**config.mk**
```make
export PLATFORM = sky130hd
export DESIGN_NAME = http_response_framer_top
export DESIGN_NICKNAME = d
export VERILOG_FILES = /design/src/rtl/hrf_pkg.sv /design/src/rtl/hrf_core.sv /design/src/rtl/http_response_framer_top.sv
export SDC_FILE = /design/constraint.sdc
export NUM_CORES = 1
export LEC_CHECK = 0
export BUFFER_PORTS_ARGS = -buffer_cell sky130_fd_sc_hd__buf_2
export CORE_AREA = 2 2 155 309
export CTS_CLUSTER_DIAMETER = 50
export DETAILED_ROUTE_END_ITERATION = 12
export DIE_AREA = 0 0 157 311
export PLACE_DENSITY = 0.59
export SLEW_MARGIN = 30
export SYNTH_ARGS = -nofsm -noshare
export SYNTH_HDL_FRONTEND = slang
export SYNTH_SLANG_ARGS = --single-unit
export TNS_END_PERCENT = 10
```
**constraint.sdc**
```tcl
create_clock -name clk -period 5.1 [get_ports clk]
set_clock_uncertainty 0.2 [all_clocks]
set_input_delay 1.02 -clock clk [delete_from_list [all_inputs] [get_ports clk]]
set_output_delay 1.02 -clock clk [all_outputs]
set_load 0.02 [all_outputs]
```
**src/rtl/hrf_pkg.sv**
```systemverilog
`timescale 1ns / 1ps
package hrf_pkg;

	localparam int LenBits = 32;
	localparam int OutLenBits = 32;
	localparam int TeLen = 17;
	localparam int ClLen = 14;
	localparam int PosBits = 5;

	localparam logic [8*TeLen-1:0] TeText = "transfer-encoding";
	localparam logic [8*ClLen-1:0] ClText = "content-length";

	localparam logic [7:0] ChCr = 8'h0d;
	localparam logic [7:0] ChLf = 8'h0a;
	localparam logic [7:0] ChSpace = 8'h20;
	localparam logic [7:0] ChColon = 8'h3a;

	typedef logic [LenBits-1:0] len_t;

	typedef enum logic [3:0] {
		PH_STATUS,
		PH_LINE_START,
		PH_NAME,
		PH_VALUE,
		PH_CHUNK_SIZE,
		PH_CHUNK_DATA,
		PH_CHUNK_TAIL,
		PH_FIXED,
		PH_CLOSE,
		PH_DONE
	} phase_t;

	typedef enum logic [1:0] {
		MODE_CLOSE = 2'd0,
		MODE_CHUNK = 2'd1,
		MODE_FIXED = 2'd2
	} mode_t;

	typedef enum logic [2:0] {
		K_STATUS = 3'd0,
		K_NAME   = 3'd1,
		K_VALUE  = 3'd2,
		K_BODY   = 3'd3,
		K_FRAME  = 3'd4,
		K_END    = 3'd5
	} kind_t;

	typedef struct packed {
		logic [7:0]            data;
		kind_t                 kind;
		logic                  done;
		mode_t                 mode;
		logic [OutLenBits-1:0] length;
	} result_t;

	function automatic logic [7:0] te_char(logic [PosBits-1:0] pos);
		if (int'(pos) < TeLen)
			return TeText[8*(TeLen-1-int'(pos)) +: 8];
		return 8'h00;
	endfunction

	function automatic logic [7:0] cl_char(logic [PosBits-1:0] pos);
		if (int'(pos) < ClLen)
			return ClText[8*(ClLen-1-int'(pos)) +: 8];
		return 8'h00;
	endfunction

	function automatic len_t sat_mul10_add(len_t acc, logic [3:0] d);
		logic [LenBits+3:0] w;
		w = ({4'b0, acc} << 3) + ({4'b0, acc} << 1) + (LenBits+4)'(d);
		if (w[LenBits+3:LenBits] != 4'b0)
			return '1;
		return w[LenBits-1:0];
	endfunction

	function automatic len_t sat_mul16_add(len_t acc, logic [3:0] d);
		if (acc[LenBits-1 -: 4] != 4'b0)
			return '1;
		return {acc[LenBits-5:0], d};
	endfunction

	function automatic len_t sat_add(len_t a, len_t b);
		logic [LenBits:0] w;
		w = {1'b0, a} + {1'b0, b};
		if (w[LenBits])
			return '1;
		return w[LenBits-1:0];
	endfunction

	function automatic logic [OutLenBits-1:0] clip_len(len_t v);
		logic [63:0] w;
		logic [63:0] lim;
		w = 64'(v);
		lim = {{(64-OutLenBits){1'b0}}, {OutLenBits{1'b1}}};
		if (w > lim)
			return '1;
		return w[OutLenBits-1:0];
	endfunction

endpackage

```
**src/rtl/hrf_core.sv**
```systemverilog
`timescale 1ns / 1ps
module hrf_core (
	input  logic            clk,
	input  logic            arst_n,
	input  logic            accept,
	input  logic [7:0]      data_byte,
	input  logic            restart,
	output hrf_pkg::result_t result
);
	import hrf_pkg::*;

	phase_t             phase_q, cur_phase, n_phase;
	logic               prev_cr_q, cur_prev_cr;
	logic [PosBits-1:0] pos_q, cur_pos, n_pos;
	logic               te_q, cur_te, n_te;
	logic               cl_q, cur_cl, n_cl;
	logic               started_q, cur_started, n_started;
	logic               closed_q, cur_closed, n_closed;
	len_t               acc_q, cur_acc, n_acc;
	len_t               rem_q, cur_rem, n_rem;
	mode_t              mode_q, cur_mode, n_mode;
	len_t               total_q, cur_total, n_total;

	logic       cr, eol, is_digit, is_hex;
	logic [7:0] lc;
	logic [3:0] digit, hex;
	len_t       rem_dec;
	kind_t      kind;
	logic       done;

	always_comb begin
		if (restart) begin
			cur_phase   = PH_STATUS;
			cur_prev_cr = 1'b0;
			cur_pos     = '0;
			cur_te      = 1'b1;
			cur_cl      = 1'b1;
			cur_started = 1'b0;
			cur_closed  = 1'b0;
			cur_acc     = '0;
			cur_rem     = '0;
			cur_mode    = MODE_CLOSE;
			cur_total   = '0;
		end else begin
			cur_phase   = phase_q;
			cur_prev_cr = prev_cr_q;
			cur_pos     = pos_q;
			cur_te      = te_q;
			cur_cl      = cl_q;
			cur_started = started_q;
			cur_closed  = closed_q;
			cur_acc     = acc_q;
			cur_rem     = rem_q;
			cur_mode    = mode_q;
			cur_total   = total_q;
		end
	end

	always_comb begin
		cr       = (data_byte == ChCr);
		eol      = (data_byte == ChLf) && cur_prev_cr;
		lc       = (data_byte >= "A" && data_byte <= "Z") ? data_byte + 8'd32 : data_byte;
		is_digit = (data_byte >= "0" && data_byte <= "9");
		digit    = 4'(data_byte - "0");
		is_hex   = 1'b1;
		hex      = digit;
		if (is_digit)
			hex = digit;
		else if (data_byte >= "a" && data_byte <= "f")
			hex = 4'(data_byte - "a" + 8'd10);
		else if (data_byte >= "A" && data_byte <= "F")
			hex = 4'(data_byte - "A" + 8'd10);
		else
			is_hex = 1'b0;
		rem_dec = (cur_rem != '0) ? cur_rem - len_t'(1) : '0;
	end

	// next state
	always_comb begin
		n_phase   = cur_phase;
		n_pos     = cur_pos;
		n_te      = cur_te;
		n_cl      = cur_cl;
		n_started = cur_started;
		n_closed  = cur_closed;
		n_acc     = cur_acc;
		n_rem     = cur_rem;
		n_mode    = cur_mode;
		n_total   = cur_total;
		unique case (cur_phase)
			PH_STATUS: begin
				if (eol) begin
					n_phase   = PH_LINE_START;
					n_pos     = '0;
					n_te      = 1'b1;
					n_cl      = 1'b1;
					n_started = 1'b0;
					n_closed  = 1'b0;
					n_acc     = '0;
				end
			end
			PH_LINE_START, PH_NAME: begin
				if (cr) begin
				end else if (eol) begin
					if (cur_phase == PH_NAME) begin
						n_phase   = PH_LINE_START;
						n_pos     = '0;
						n_te      = 1'b1;
						n_cl      = 1'b1;
						n_started = 1'b0;
						n_closed  = 1'b0;
						n_acc     = '0;
					end else if (cur_mode == MODE_CHUNK) begin
						n_phase  = PH_CHUNK_SIZE;
						n_acc    = '0;
						n_closed = 1'b0;
					end else if (cur_mode == MODE_FIXED) begin
						n_rem   = cur_total;
						n_phase = (cur_total == '0) ? PH_DONE : PH_FIXED;
					end else begin
						n_phase = PH_CLOSE;
					end
				end else if (data_byte == ChColon) begin
					n_phase = PH_VALUE;
					if (cur_phase == PH_NAME) begin
						n_te = cur_te && (int'(cur_pos) == TeLen);
						n_cl = cur_cl && (int'(cur_pos) == ClLen);
					end else begin
						n_te = 1'b0;
						n_cl = 1'b0;
					end
				end else begin
					n_phase = PH_NAME;
					if (data_byte != ChSpace) begin
						if (te_char(cur_pos) != lc || int'(cur_pos) >= TeLen)
							n_te = 1'b0;
						if (cl_char(cur_pos) != lc || int'(cur_pos) >= ClLen)
							n_cl = 1'b0;
						if (cur_pos != '1)
							n_pos = cur_pos + PosBits'(1);
					end
				end
			end
			PH_VALUE: begin
				if (cr) begin
				end else if (eol) begin
					if (cur_te)
						n_mode = MODE_CHUNK;
					if (cur_cl) begin
						n_mode  = MODE_FIXED;
						n_total = cur_acc;
					end
					n_phase   = PH_LINE_START;
					n_pos     = '0;
					n_te      = 1'b1;
					n_cl      = 1'b1;
					n_started = 1'b0;
					n_closed  = 1'b0;
					n_acc     = '0;
				end else if (data_byte == ChSpace && !cur_started) begin
				end else begin
					n_started = 1'b1;
					if (!cur_closed) begin
						if (is_digit)
							n_acc = sat_mul10_add(cur_acc, digit);
						else
							n_closed = 1'b1;
					end
				end
			end
			PH_CHUNK_SIZE: begin
				if (eol) begin
					if (cur_acc == '0) begin
						n_phase = PH_DONE;
					end else begin
						n_rem   = cur_acc;
						n_total = sat_add(cur_total, cur_acc);
						n_phase = PH_CHUNK_DATA;
					end
				end else if (!cr && !cur_closed) begin
					if (is_hex)
						n_acc = sat_mul16_add(cur_acc, hex);
					else
						n_closed = 1'b1;
				end
			end
			PH_CHUNK_DATA: begin
				n_rem = rem_dec;
				if (rem_dec == '0) begin
					n_phase = PH_CHUNK_TAIL;
					n_rem   = len_t'(2);
				end
			end
			PH_CHUNK_TAIL: begin
				n_rem = rem_dec;
				if (rem_dec == '0) begin
					n_phase  = PH_CHUNK_SIZE;
					n_acc    = '0;
					n_closed = 1'b0;
				end
			end
			PH_FIXED: begin
				n_rem = rem_dec;
				if (rem_dec == '0)
					n_phase = PH_DONE;
			end
			PH_CLOSE: begin
				n_total = sat_add(cur_total, len_t'(1));
			end
			default: begin
				n_phase = PH_DONE;
			end
		endcase
	end

	// outputs
	always_comb begin
		kind = K_FRAME;
		done = 1'b0;
		unique case (cur_phase)
			PH_STATUS: begin
				kind = (cr || eol) ? K_FRAME : K_STATUS;
			end
			PH_LINE_START, PH_NAME: begin
				if (cr || eol || data_byte == ChColon)
					kind = K_FRAME;
				else
					kind = K_NAME;
				if (cur_phase == PH_LINE_START && eol && cur_mode == MODE_FIXED
						&& cur_total == '0)
					done = 1'b1;
			end
			PH_VALUE: begin
				if (cr || eol || (data_byte == ChSpace && !cur_started))
					kind = K_FRAME;
				else
					kind = K_VALUE;
			end
			PH_CHUNK_SIZE: begin
				kind = K_FRAME;
				done = eol && (cur_acc == '0);
			end
			PH_CHUNK_DATA: kind = K_BODY;
			PH_CHUNK_TAIL: kind = K_FRAME;
			PH_FIXED: begin
				kind = K_BODY;
				done = (rem_dec == '0);
			end
			PH_CLOSE: kind = K_BODY;
			default: kind = K_END;
		endcase
	end

	always_comb begin
		result.data   = data_byte;
		result.kind   = kind;
		result.done   = done;
		result.mode   = n_mode;
		result.length = clip_len(n_total);
	end

	always_ff @(posedge clk or negedge arst_n) begin
		if (!arst_n) begin
			phase_q   <= PH_STATUS;
			prev_cr_q <= 1'b0;
			pos_q     <= '0;
			te_q      <= 1'b1;
			cl_q      <= 1'b1;
			started_q <= 1'b0;
			closed_q  <= 1'b0;
			acc_q     <= '0;
			rem_q     <= '0;
			mode_q    <= MODE_CLOSE;
			total_q   <= '0;
		end else if (accept) begin
			phase_q   <= n_phase;
			prev_cr_q <= cr;
			pos_q     <= n_pos;
			te_q      <= n_te;
			cl_q      <= n_cl;
			started_q <= n_started;
			closed_q  <= n_closed;
			acc_q     <= n_acc;
			rem_q     <= n_rem;
			mode_q    <= n_mode;
			total_q   <= n_total;
		end
	end

endmodule

```
**src/rtl/http_response_framer_top.sv**
```systemverilog
`timescale 1ns / 1ps
// channel  | handshake          | payload
// ---------+--------------------+----------------------------------------------
// in       | in_valid, in_stall | data_byte[7:0], restart
// out      | out_valid,out_stall| out_byte[7:0], byte_kind[2:0], message_done,
//          |                    | transfer_mode[1:0], body_length[31:0]
//
// One request per cycle while in_stall is low; results are registered.
// All parser state updates in the cycle of acceptance; a two-entry output
// (result register plus skid register) decouples the channels.
// in_stall rises only when both output entries are full.
// arst_n clears parser state to the status-line phase and empties the output.
module http_response_framer_top (
	input  logic        clk,
	input  logic        arst_n,
	input  logic        in_valid,
	output logic        in_stall,
	input  logic [7:0]  data_byte,
	input  logic        restart,
	output logic        out_valid,
	input  logic        out_stall,
	output logic [7:0]  out_byte,
	output logic [2:0]  byte_kind,
	output logic        message_done,
	output logic [1:0]  transfer_mode,
	output logic [31:0] body_length
);
	import hrf_pkg::*;

	logic    accept, take;
	result_t res;
	result_t main_q, skid_q;
	logic    main_valid_q, skid_valid_q;

	assign in_stall = skid_valid_q;
	assign accept   = in_valid && !skid_valid_q;
	assign take     = main_valid_q && !out_stall;

	hrf_core u_core (
		.clk       (clk),
		.arst_n    (arst_n),
		.accept    (accept),
		.data_byte (data_byte),
		.restart   (restart),
		.result    (res)
	);

	always_ff @(posedge clk or negedge arst_n) begin
		if (!arst_n) begin
			main_valid_q <= 1'b0;
			skid_valid_q <= 1'b0;
		end else if (!main_valid_q || take) begin
			main_valid_q <= skid_valid_q || accept;
			skid_valid_q <= 1'b0;
		end else if (accept) begin
			skid_valid_q <= 1'b1;
		end
	end

	always_ff @(posedge clk) begin
		if (!main_valid_q || take) begin
			if (skid_valid_q)
				main_q <= skid_q;
			else if (accept)
				main_q <= res;
		end else if (accept) begin
			skid_q <= res;
		end
	end

	assign out_valid     = main_valid_q;
	assign out_byte      = main_q.data;
	assign byte_kind     = main_q.kind;
	assign message_done  = main_q.done;
	assign transfer_mode = main_q.mode;
	assign body_length   = main_q.length;

endmodule

```
==> Word-level counts from Yosys, hierarchy flattened <==
Cells that the tools add are included.
Widths: inputs -> output; s select.
{ "classes": {"div_mod_pow": 0, "eq_ne": 20, "shift": 2, "n_lt_le_gt_ge": 11, "add_sub_neg": 14, "multipliers": 0, "bitwise_logic": 1, "n_mux": 183, "reduce_logical": 43} }
{ "op_table": {"columns": ["op", "count"], "rows": [
  ["$mux 32", 39],
  ["$pmux 32 s5", 1],
  ["$shiftx 136x32->8 const A", 1],
  ["$pmux 32 s4", 1],
  ["$mux 8", 15],
  ["$shiftx 112x32->8 const A", 1],
  ["$logic_not 32->1", 3],
  ["$pmux 32 s3", 1],
  ["$mux 46", 2],
  ["$mux 1", 81],
  ["$mux 4", 17],
  ["$mux 5", 9],
  ["$add 35x33->36", 1],
  ["$add 36x4->36", 1],
  ["$add 32x1->33 const B", 1],
  ["$add 32x32->33", 1],
  ["$pmux 4 s8", 1],
  ["$reduce_bool 32->1", 1],
  ["$sub 32x1->32 const B", 1],
  ["$le 8x7->1 const B", 3],
  ["$eq 4x3->1 const B", 4],
  ["$eq 8x4->1 const B", 2],
  ["$eq 8x6->1 const B", 2],
  ["$ge 8x7->1 const B", 2],
  ["other kinds (37)", 83]
]} }
{ "word_totals": {"input_bits": 13, "latch_bits": 0, "mem_bits_ro": 0, "register_bits": 206, "memories": 0, "mem_bits_rw": 0} }

==> Longest topological paths before layout <==
{ "logic_depth": {"depth_word": 22, "ltp_mapped": 25, "mapped_depth_nobuf": 16} }

==> Cells and area by module <==
A second synthesis with hierarchy kept.
{ "unflattened": {"cells_unflattened": 2477, "area_unflattened_um2": 19841.5} }
{ "modules_own_cells": {"columns": ["module", "cells_per_inst", "instances", "area_each_um2", "seq_area_each_um2"], "rows": [
  ["hrf_core", 2326, 1, 16195.5, 2805.2],
  ["http_response_framer_top", 151, 1, 3646.0, 2812.7]
]} }

==> Least setup slack after synthesis <==
No wires, ideal clock.
{ "synth_timing": {"kind": "input to register", "startpoint": "in restart", "endpoint": "reg u_core.acc_q[23]", "n_path_buf": 11, "arrival_ps": 6424, "setup_slack_ps": -1648, "stages": 24, "setup_time_ps": 124, "cell_sequence": "buf_2 > buf_2 > buf_2 > clkbuf_1 > buf_2 > clkbuf_1 > buf_2 > buf_2 > buf_1 > nor2b_1 > ha_1 > ha_1 > o211ai_1 > o211ai_1 > a41oi_1 > o21ai_0 > a41oi_1 > or4_1 > a311oi_1 > buf_2 > buf_2 > a31oi_1 > o31ai_1 > nand2_1"} }
{ "synth_via": {"elab_chain_len": 18, "word_cells_on_any_way": 57, "cone_classes": "add/sub: 3; eq/ne: 6; mux: 37; reduce/logical: 11"} }
{ "synth_lines": {"columns": ["element", "line", "source"], "rows": [
  ["start: declaration", "http_response_framer_top.sv:19", "input logic restart,"],
  ["$mux 32", "hrf_core.sv:32", "if (restart) begin"],
  ["$add 35x33->36", "hrf_pkg.sv:70", "w = ({4'b0, acc} << 3) + ({4'b0, acc} << 1) + (LenBits+4)'(d);"],
  ["$add 36x4->36", "hrf_pkg.sv:70", null],
  ["$reduce_bool 4->1", "hrf_pkg.sv:71", "if (w[LenBits+3:LenBits] != 4'b0)"],
  ["$mux 1", "hrf_pkg.sv:71", null],
  ["$mux 1", "hrf_core.sv:164", "if (is_digit)"],
  ["$mux 1", "hrf_core.sv:163", "if (!cur_closed) begin"],
  ["$mux 1", "hrf_core.sv:160", "end else if (data_byte == ChSpace && !cur_started) begin"],
  ["(+2 left out)", null, null],
  ["$mux 1", "hrf_core.sv:90", "unique case (cur_phase)"],
  ["$mux 32", "hrf_pkg.sv:73", "return w[LenBits-1:0];"],
  ["$mux 32", "hrf_core.sv:164", null],
  ["$mux 32", "hrf_core.sv:163", null],
  ["$mux 32", "hrf_core.sv:160", null],
  ["$mux 32", "hrf_core.sv:146", "end else if (eol) begin"],
  ["$mux 32", "hrf_core.sv:145", "if (cr) begin"],
  ["$pmux 32 s5 *", "hrf_core.sv:90", null],
  ["end signal: assignment", "hrf_core.sv:283", "acc_q <= n_acc;"],
  ["end: declaration", "hrf_core.sv:19", "len_t acc_q, cur_acc, n_acc;"]
]} }
Every way passes the cells marked *; elsewhere a longest branch is shown, timed or not. The select of a mux whose other input is x is not followed.
A chain may end at the register's enable or synchronous reset.

==> Worst setup path after layout <==
{ "layout_timing": {"startpoint": "in restart", "endpoint": "reg u_core.acc_q[7]"} }
Same word-level chain as after synthesis.

==> run_results.csv <==
group,metric,value,unit
synth,avgSynthCellArea,7.73,um^2
global_routing,grt_pass1_vias,21504,
global_routing,grt_remaining_overflow,0,
clocking,cts_buffers,26,
synth,synth_async_sr_flop_share,0.553,
finish,multi_input_area,13400,um^2
clocking,cts.htree.levels,1,
worst_setup_path,worstPathMaxFanout,11,
finish,antenna_cells,0,
sta,hold_viol_final,0,
sta,maxSlewViolCount,0,
clocking,clockBufferDepth,3,
synth,synth_nets,2697,
floorplan,dieArea,48800,um^2
global_routing,grt_use_total,0.370,
detailed_routing,wl,91200,um
sta,layout_min_cycle_time,4.86,ns
floorplan,ioPinCount,61,
clocking,clkTransAtPathRegs,0.06,ns
finish,syn_to_final_growth,24.1,%
worst_setup_path,worst_setup_path_end_kind,"flop",
floorplan,num_rows,112,
sta,max_freq,206,MHz
synth,ys_types,86,
floorplan,die_w,157,um
detailed_routing,ant_nets,0,
power_and_ir_drop,leakagePower,11.0,nW
sta,fin_ws,0.237,ns
finish,fin_util,0.531,
worst_hold_path,hold_path.class,"in2async",
clocking,root_buffer,"clkbuf_16",
detailed_routing,drtIter0Drc,2388,
finish,fillCellCount,4491,
run,cap_viol_max_count,0,
place,dp_slack,-0.327,ns
power_and_ir_drop,p_per_area,237,nW/um^2
sta,slew_headroom,0.422,
clocking,cts_hold_buf,0,
worst_setup_path,max_stage_delay,0.44,ns
status,outcome,"finished clean",
place,io_buffers,60,
sta,setup_viol_count_final,0,
synth,yosys.area.top_type,"dfrtp_1",
worst_setup_path,worstPathArrival,5.13,ns
worst_setup_path,cp-startpoint,"restart",
sta,rsz0062_at_grt,"false",
global_routing,antenna_found_initial,1,
finish,drive_gt1_frac,0.216,
worst_setup_path,crit_path_frequent_cell,"buf_4",
synth,synth_top_area_frac,0.141,
worst_setup_path,r2r_end,"body_length[16]",
place,post-dp-hpwl,71400,um
worst_setup_path,critPathLaunchType,"primary input",
worst_setup_path,path_cells,"buf_4 > inv_2 > buf_4 > buf_4 > nand2_1 > inv_1 > ha_1 > ha_1 > nand2_1 > nor2_1 > nand3_1 > o311ai_1 > a41oi_2 > or4_1 > a311oi_2 > buf_4 > nand2_2 > o211a_1 > o32a_1",
detailed_routing,dr.pass1.iters,8,
power_and_ir_drop,finalPower,5.84,mW
synth,yosysSeqAreaShare,0.283,
sta,period_share,0.954,
synth,ys_seq_elements,206,
clocking,cts_tree,"done",
worst_setup_path,required,5.37,ns
synth,ys.flop_type,"dfrtp_1",
place,gp_congestion,1.06,
synth,syn_inst,2570,
floorplan,core-area,46400,um^2
detailed_routing,drc,0,
clocking,cts.sinks,206,
sta,tightestPinTransition,0.857,ns
synth,synth_edf_count,92,
floorplan,die_h,311,um
global_routing,grt_max_degree,91,
power_and_ir_drop,peakVddDrop,0.000220,V
global_routing,grt_pass1_wl,137000,um
clocking,clock_latency,0.59,ns
worst_setup_path,cp_slowest_cell,"or4_1",
floorplan,start_util,0.428,
detailed_routing,dr_total_vias,22413,
synth,syn-cell-area,19900,um^2
detailed_routing,wire_per_inst,25.7,um
finish,seq_area,5620,um^2
worst_setup_path,crit-reg2reg-launch,"u_core.total_q[0]",
worst_setup_path,r2r_slack,0.55,ns
worst_setup_path,endpoint,"u_core.acc_q[7]",
sta,setup_tns,0,ns
detailed_routing,viasPerCell,6.32,
synth,synth.area.top_cells,"dfrtp_1, edfxtp_1, ha_1",
finish,nets,3026,
worst_setup_path,crit_type,"in2reg",
worst_setup_path,worstRegToRegCells,17,
synth,yosysWarnings,0,
## flip-flops by register name, summed over array words and instances, names as in the netlist, 2 cells and up
signal and cells:
u_core.pos_q 5, transfer_mode 2, byte_kind 3, u_core.phase_q 4, u_core.acc_q 32, u_core.rem_q 32, u_core.total_q 32, body_length 32
skid_q 46, out_byte 8, u_core.mode_q 2
## cells by family (layout without fill, tap and decap cells)
| group | count (synthesis) | count (layout) | synth area share |
|---|---|---|---|
| flip-flops | 206 | 206 | 0.283 |
| AND/OR/NAND/NOR | 903 | 903 | 0.220 |
| multiplexers | 80 | 80 | 0.0424 |
| buffers and inverters | 282 | 631 | 0.0542 |
| AO/OA/AOI/OAI | 893 | 893 | 0.287 |
| adder cells (fa/ha/maj) | 114 | 114 | 0.0730 |
| XOR/XNOR | 92 | 92 | 0.0406 |
## stage by stage
stage                     instance area (um^2)  hold WS, ns  instances
after global routing                     24700        0.260       3546
after CTS                                24600        0.234       3546
after detailed placement                 23700        0.299       3498
final                                    24700        0.224       3546
after floorplan                          20100        0.263       2570
after global placement                   23700        0.291       3498
## critical path, delay by kind of cell
| kind | cells | cell delay, ns |
|---|---|---|
| AO/OA/AOI/OAI | 5 | 1.26 |
| buffers and inverters | 6 | 1.11 |
| AND/OR/NAND/NOR | 6 | 1.07 |
| adder cells (fa/ha/maj) | 2 | 0.66 |
## how the worst min path moves through the flow
| stage | start | cells after the start | end | slack (ns) |
|---|---|---|---|---|
| 2_1_floorplan | u_core.prev_cr_q | 2 | u_core.prev_cr_q | 0.26 |
| 3_3_place_gp | u_core.prev_cr_q | 2 | u_core.prev_cr_q | 0.29 |
| 3_5_place_dp | u_core.prev_cr_q | 2 | u_core.prev_cr_q | 0.30 |
| 4_1_cts | arst_n | 1 | u_core.rem_q[15] | 0.23 |
| 5_1_grt | arst_n | 1 | u_core.rem_q[15] | 0.26 |
| 6_report | arst_n | 1 | u_core.rem_q[15] | 0.22 |
## cells in the mapped netlist, drive strengths merged, types with 9 or more instances
master   number
edfxtp       92
nand3        69
mux2i        47
or4          12
a21oi       215
o21ai       255
a2111oi      11
nor2        203
a221oi       20
a31oi        48
nor4         37
mux2         33
a211oi       26
a22oi        25
o22ai        38
o2111ai       9
o21bai       15
o311ai       12
nand2b       25
dfrtp       112
and3         20
clkbuf      159
xor2         30
a221o        10
nand2       295
o21a         19
o211ai       26
a41oi        15
or2          14
buf          27
nor2b        45
nor3b        13
ha          111
a21o         35
nand4        33
o221ai       16
xnor2        62
or3          31
nor3         65
and2         12
inv          94
o31ai        23
## cells in the final DEF, fill, tap and decap left out, types with 38 or more instances in the layout
cell type	synthesis	final
a31oi_1	48	48
xnor2_1	62	62
buf_4	0	422
ha_1	111	109
mux2i_1	47	47
nor2_1	203	198
buf_2	13	58
nor3_1	64	63
o21ai_0	253	247
nand3_1	69	69
inv_1	94	93
a21oi_1	215	213
dfrtp_1	112	111
edfxtp_1	92	92
o22ai_1	38	38
nand2_1	295	292
## metal layers
| layer | part of all wire | wire length, um | GRT usage | vias to the layer above |
|---|---|---|---|---|
| li1 | - | - | - | 10294 |
| met1 | 0.38 | 34400 | 0.450 | 10583 |
| met2 | 0.47 | 42500 | 0.600 | 1213 |
| met3 | 0.073 | 6680 | 0.0485 | 321 |
| met4 | 0.083 | 7600 | 0.253 | 2 |
| met5 | 0.00012 | 11 | 0 | - |
## layout make-up
type,instances,share of cell area
multi-input cells,2082,0.542
flip-flops and latches,206,0.228
repair buffers,487,0.146
well taps,627,0.0318
clock buffers,30,0.0283
inverters,96,0.0146
clock inverters,18,0.00985
## timing repair
action,4_1_cts,5_1_grt
endpoints found under the hold margin,0,0
setup endpoints to repair,0,3
setup buffers,0,0
gates resized for setup,0,1
## report_power, final
group          total [mW]  switching (mW)  internal (mW)
Sequential           2.09           0.201           1.89
Clock                2.02           0.860           1.16
Combinational        1.72            1.08          0.647
(Power assumes the default switching activity.)
